`config.mk`:
```
export PLATFORM = sky130hd
export DESIGN_NAME = pgq_mult
export DESIGN_NICKNAME = d
export VERILOG_FILES = /design/src/rtl/pgq_pkg.sv /design/src/rtl/pgq_mult.sv
export SDC_FILE = /design/constraint.sdc
export NUM_CORES = 2
export LEC_CHECK = 0
export BUFFER_PORTS_ARGS = -buffer_cell sky130_fd_sc_hd__buf_4
export CAP_MARGIN = 20
export CORE_MARGIN = 8
export CORE_UTILIZATION = 59
export DETAILED_ROUTE_END_ITERATION = 10
export GPL_TIMING_DRIVEN = 0
export PLACE_DENSITY = 0.82
export REMOVE_ABC_BUFFERS = 1
export SLEW_MARGIN = 10
export SYNTH_ARGS = -nofsm -noshare
export SYNTH_HDL_FRONTEND = slang
export SYNTH_SLANG_ARGS = --single-unit
```
`constraint.sdc`:
```
create_clock -name clk_i -period 0.8 [get_ports clk_i]
set_input_delay 0.16 -clock clk_i [delete_from_list [all_inputs] [get_ports clk_i]]
set_output_delay 0.16 -clock clk_i [all_outputs]
set_load 0.03 [all_outputs]
```
`src/rtl/pgq_pkg.sv`:
```
package pgq_pkg;

  // Default geometry of the sums
  localparam int unsigned SUM_BITS    = 24;
  localparam int unsigned FRAC_BITS   = 14;

  // sample_scale register: unsigned Q1.16 held in 17 bits
  localparam int unsigned SCALE_WIDTH = 17;
  localparam int unsigned SCALE_FRAC  = 16;
  localparam logic [SCALE_WIDTH-1:0] SCALE_RESET = SCALE_WIDTH'(65536);

  // Output code width; one code bit is resolved per search stage
  localparam int unsigned KBITS       = 8;

  // Gain 255.99 = 25599 / 100, both sides squared
  localparam longint unsigned GAIN_SQ     = 64'd655308801;
  localparam longint unsigned GAIN_DEN_SQ = 64'd10000;

  // Smallest product p for which code k is reached:
  //   ceil(10000 * k^2 * 2^(frac+16) / 25599^2)
  // Evaluated at elaboration only, to build constant threshold tables.
  function automatic logic [63:0] thresh_f(input int unsigned code, input int unsigned frac);
    logic [127:0] num;
    num = 128'(GAIN_DEN_SQ) * 128'(code) * 128'(code);
    num = num << (frac + SCALE_FRAC);
    num = num + 128'(GAIN_SQ - 64'd1);
    return 64'(num / 128'(GAIN_SQ));
  endfunction

endpackage

```
`src/rtl/pgq_mult.sv`:
```
// Scale stage: three sum * sample_scale products, registered.
module pgq_mult #(
  parameter int unsigned SumBits = pgq_pkg::SUM_BITS
) (
  input  logic                                             clk_i,
  input  logic                                             rst_ni,
  input  logic                                             valid_i,
  input  logic [SumBits-1:0]                               red_sum_i,
  input  logic [SumBits-1:0]                               green_sum_i,
  input  logic [SumBits-1:0]                               blue_sum_i,
  input  logic [pgq_pkg::SCALE_WIDTH-1:0]                  scale_i,
  output logic                                             valid_o,
  output logic [2:0][SumBits+pgq_pkg::SCALE_WIDTH-1:0]     prod_o
);

  localparam int unsigned ProdW = SumBits + pgq_pkg::SCALE_WIDTH;

  logic                  valid_q;
  logic [2:0][ProdW-1:0] prod_d, prod_q;

  always_comb begin
    prod_d[0] = ProdW'(red_sum_i)   * ProdW'(scale_i);
    prod_d[1] = ProdW'(green_sum_i) * ProdW'(scale_i);
    prod_d[2] = ProdW'(blue_sum_i)  * ProdW'(scale_i);
  end

  always_ff @(posedge clk_i or negedge rst_ni) begin
    if (!rst_ni) begin
      valid_q <= 1'b0;
    end else begin
      valid_q <= valid_i;
    end
  end

  always_ff @(posedge clk_i) begin
    if (valid_i) begin
      prod_q <= prod_d;
    end
  end

  assign valid_o = valid_q;
  assign prod_o  = prod_q;

endmodule

```
# Word level (Yosys, flattened, before mapping)
# Index checks and enable logic that the tools add are counted.
# word_totals
ff_bits	124
wordCells	7
# classes
n_mul	3
# op_table
cell	count
$mul A24 B17 Y41	3

# Longest topological paths before layout
# depth
ltp_word	1
ltp_mapped	24
depth_no_buf	22

# Worst setup path before layout
# OpenSTA, ideal clock, no wires.
# synth_timing
path_kind	input to register
startpoint	input scale_i[2] in the netlist's numbering
endpoint	register prod_q (netlist bit prod_o[40]) (data pin)
setup_ps	255
t_arrival_ps	5818
t_required_ps	545
setup_slack_ps	-5273
stages	23
n_path_buf	2
path_cell_list	clkbuf_1 > clkbuf_1 > nand2_1 > fa_1 > inv_1 > fa_1 > inv_1 > fa_1 > inv_1 > fa_1 > fa_1 > inv_1 > fa_1 > inv_1 > ha_1 > a21oi_1 > o21ai_0 > nor2_1 > a21oi_2 > a221oi_4 > o41ai_1 > or4b_1 > and3_1
# synth_rtl
element	line	text
start, declared	pgq_mult.sv:11	input logic [pgq_pkg::SCALE_WIDTH-1:0] scale_i,
end signal, assigned	pgq_mult.sv:37	prod_q <= prod_d;
end, declared	pgq_mult.sv:19	logic [2:0][ProdW-1:0] prod_d, prod_q;

==> metrics <==
io pins=216; Slew headroom=0.531; Most used DFF post-synth=edfxtp_1; crit path DAT=6.04 ns; clk sinks=124; Starting Density=0.597; DRT iter0 DRCs=4360; Critical Path RT=1.09 ns; Tcrit/Tclk final=7.19; min-delay worst type=in2reg; max_cap viols=0; final hold vios=0; Final setup viols=309; detailed placement HPWL=78300 um; RSZ-0062 raised after global routing=yes; Post-Syn Area per Cell=8.98 um^2; Via density=6.21; post-synthesis cell count=4846; failing checks=negative setup slack; layout cell share with drive strength beyond 1=0.206; H-tree Lvls=4; vias in the first global route=41320; YS warnings=0; core area=73000 um^2; CP Max Fanout=8; Max Root-Sink Buffers=2; Max Transition Viols Final=0; DR WL/cell=26.2 um; Async SR Flop Fraction=0.00806; via count=37875; num rows=99; Unique masters post-synth=69; gpl congestion=0.858; first-pass GRT wire length=227000 um; CTS buffer count=17; critical path class=in2reg; Worst-Margin Slew=0.703 ns; setup TNS=-519.25 ns; port bufs=215; die height=288 um; register bit total from synthesis=124; TritonCTS clock tree=done; Post-synth EDFFs=123; Final #Nets=6541; Root Driver=clkbuf_16; post-synthesis sequential area ratio=0.0854; First-pass DRT Iterations=10; Startpoint Class=primary input; die width=288 um; CTS clk-pin slew, worst paths=0.09 ns; routed wire length=160000 um; initial antenna violation count=8; post-route setup slack=-4.95 ns; Layout area overhead=22.4%; fmax=174 MHz; largest net degree at the start of global routing=78; Syn Std Cell Area=43500 um^2; minimum clock period=5.75 ns; die footprint=82700 um^2; Detail Route Antenna Nets=0; Total GRT Usage=0.363; status=finished with violations; residual DRC count=0; grt total ovfl=0; crit path capture type=flop
-- timing repair --
action | 4_1_cts | 5_1_grt
hold buffers | 2 | 0
gates resized for setup | 745 | 290
buffers inserted | 163 | 74
endpoints found under the setup margin | 319 | 317
gates cloned | 46 | 1
hold endpoints to repair | 1 | 0
pin swaps | 276 | 217
-- flip-flops by register name, indices dropped and copies added, names as in the netlist --
signal / flops
valid_o: 1
prod_o: 123
-- per-stage QoR --
| step | hold slack (ns) | area, um^2 | std cells | setup WS (ns) | utilization |
|---|---|---|---|---|---|
| floorplan | -0.136 | 42600 | 4609 | -4.84 | - |
| global placement | -0.0646 | 45400 | 5783 | -6.24 | 0.623 |
| detailed placement | -0.0613 | 45500 | 5784 | -6.33 | 0.623 |
| CTS | 0.0767 | 51700 | 6027 | -4.56 | 0.709 |
| global route | 0.114 | 53300 | 6092 | -4.98 | 0.730 |
| finish | 0.0995 | 53300 | 6097 | -4.95 | 0.730 |
-- placed cells by master, fill, tap and decap left out, drive strengths merged, types with 20 or more instances in the layout --
cell and instances:
nand2 818, edfxtp 123, xor2 32, buf 477
o21bai 20, xnor2 69, inv 1241, nor3 20
fa 987, o21ai 54, a21o 80, nand3 25
a21oi 103, ha 345, and3 21, and2 485
nor2 48
-- synthesized netlist by cell type, drive strengths merged, types with 3 or more instances --
| cell | instances | area [um^2] |
|---|---|---|
| a2111oi | 4 | 35.0 |
| a211o | 4 | 35.0 |
| a211oi | 9 | 77.6 |
| a21boi | 4 | 30.0 |
| a21o | 80 | 601 |
| a21oi | 103 | 523 |
| a311oi | 4 | 41.3 |
| a31o | 5 | 43.8 |
| a31oi | 15 | 93.8 |
| a41oi | 4 | 42.6 |
| and2 | 485 | 3030 |
| and3 | 21 | 131 |
| and4 | 4 | 35.0 |
| buf | 7 | 40.0 |
| clkbuf | 230 | 863 |
| edfxtp | 123 | 3690 |
| fa | 987 | 19800 |
| ha | 345 | 4320 |
| inv | 1236 | 4640 |
| mux2i | 3 | 30.0 |
| nand2 | 818 | 3070 |
| nand2b | 9 | 56.3 |
| nand3 | 25 | 125 |
| nand4 | 15 | 93.8 |
| nor2 | 48 | 180 |
| nor2b | 7 | 43.8 |
| nor3 | 20 | 100 |
| nor4b | 3 | 26.3 |
| o211ai | 12 | 95.1 |
| o21a | 8 | 60.1 |
| o21ai | 54 | 274 |
| o21bai | 20 | 150 |
| or2 | 5 | 31.3 |
| or3 | 3 | 23.8 |
| xnor2 | 69 | 604 |
| xor2 | 32 | 280 |
-- worst max-delay path, stage by stage --
cell and delay [ns]:
buf_16 0.12, buf_4 0.14, nand2_1 0.19, fa_1 0.67, inv_1 0.10, fa_1 0.45
fa_1 0.54, fa_1 0.46, fa_1 0.54, inv_2 0.05, fa_1 0.57, inv_2 0.08
ha_4 0.25, a21oi_2 0.16, o21ai_2 0.10, nor2_2 0.13, nand4_1 0.30, a41oi_4 0.39
o211ai_1 0.21, a221oi_2 0.29, xnor2_1 0.12
-- area by class of cell --
type                    instances  area, um^2
diodes                          8        20.0
clock buffers                  17         425
clock inverters                15         188
fillers                      4432       19700
inverters                    1236        4640
multi-input cells            3249       36900
flip-flops and latches        124        3720
well taps                     959        1200
repair buffers                489        6180
-- per-layer routing --
layer / GRT usage / share of wire / vias to the layer above / wire (um)
li1: - / - / 14750 / -
met1: 0.394 / 0.30 / 18703 / 48300
met2: 0.574 / 0.45 / 3051 / 72000
met3: 0.121 / 0.14 / 1369 / 21700
met4: 0.303 / 0.11 / 2 / 17800
met5: 0 / 0.00035 / - / 56
-- path summary, 6_finish.rpt --
path	from	slack [ns]	depth (start not counted)	to
worst max-delay path	scale_i[11]	-4.95	21	prod_o[119]$_DFFE_PP_
worst min-delay path	valid_i	0.1	1	prod_o[81]$_DFFE_PP_
max in group asynchronous	rst_ni	0.20	3	valid_o$_DFF_PN0_
min in group asynchronous	rst_ni	0.49	3	valid_o$_DFF_PN0_
-- cell families after synthesis --
family                   count (synthesis)  synth area share
buffers and inverters                 1473             0.127
AND/OR/NAND/NOR                       1469             0.161
adder cells (fa/ha/maj)               1332             0.553
AO/OA/AOI/OAI                          344            0.0526
flip-flops                             124            0.0854
XOR/XNOR                               101            0.0203
multiplexers                             3          0.000690
Power is left out: the tool's default activity adds up to more than one toggle a clock period on the data nets, which glitch-free logic cannot reach.
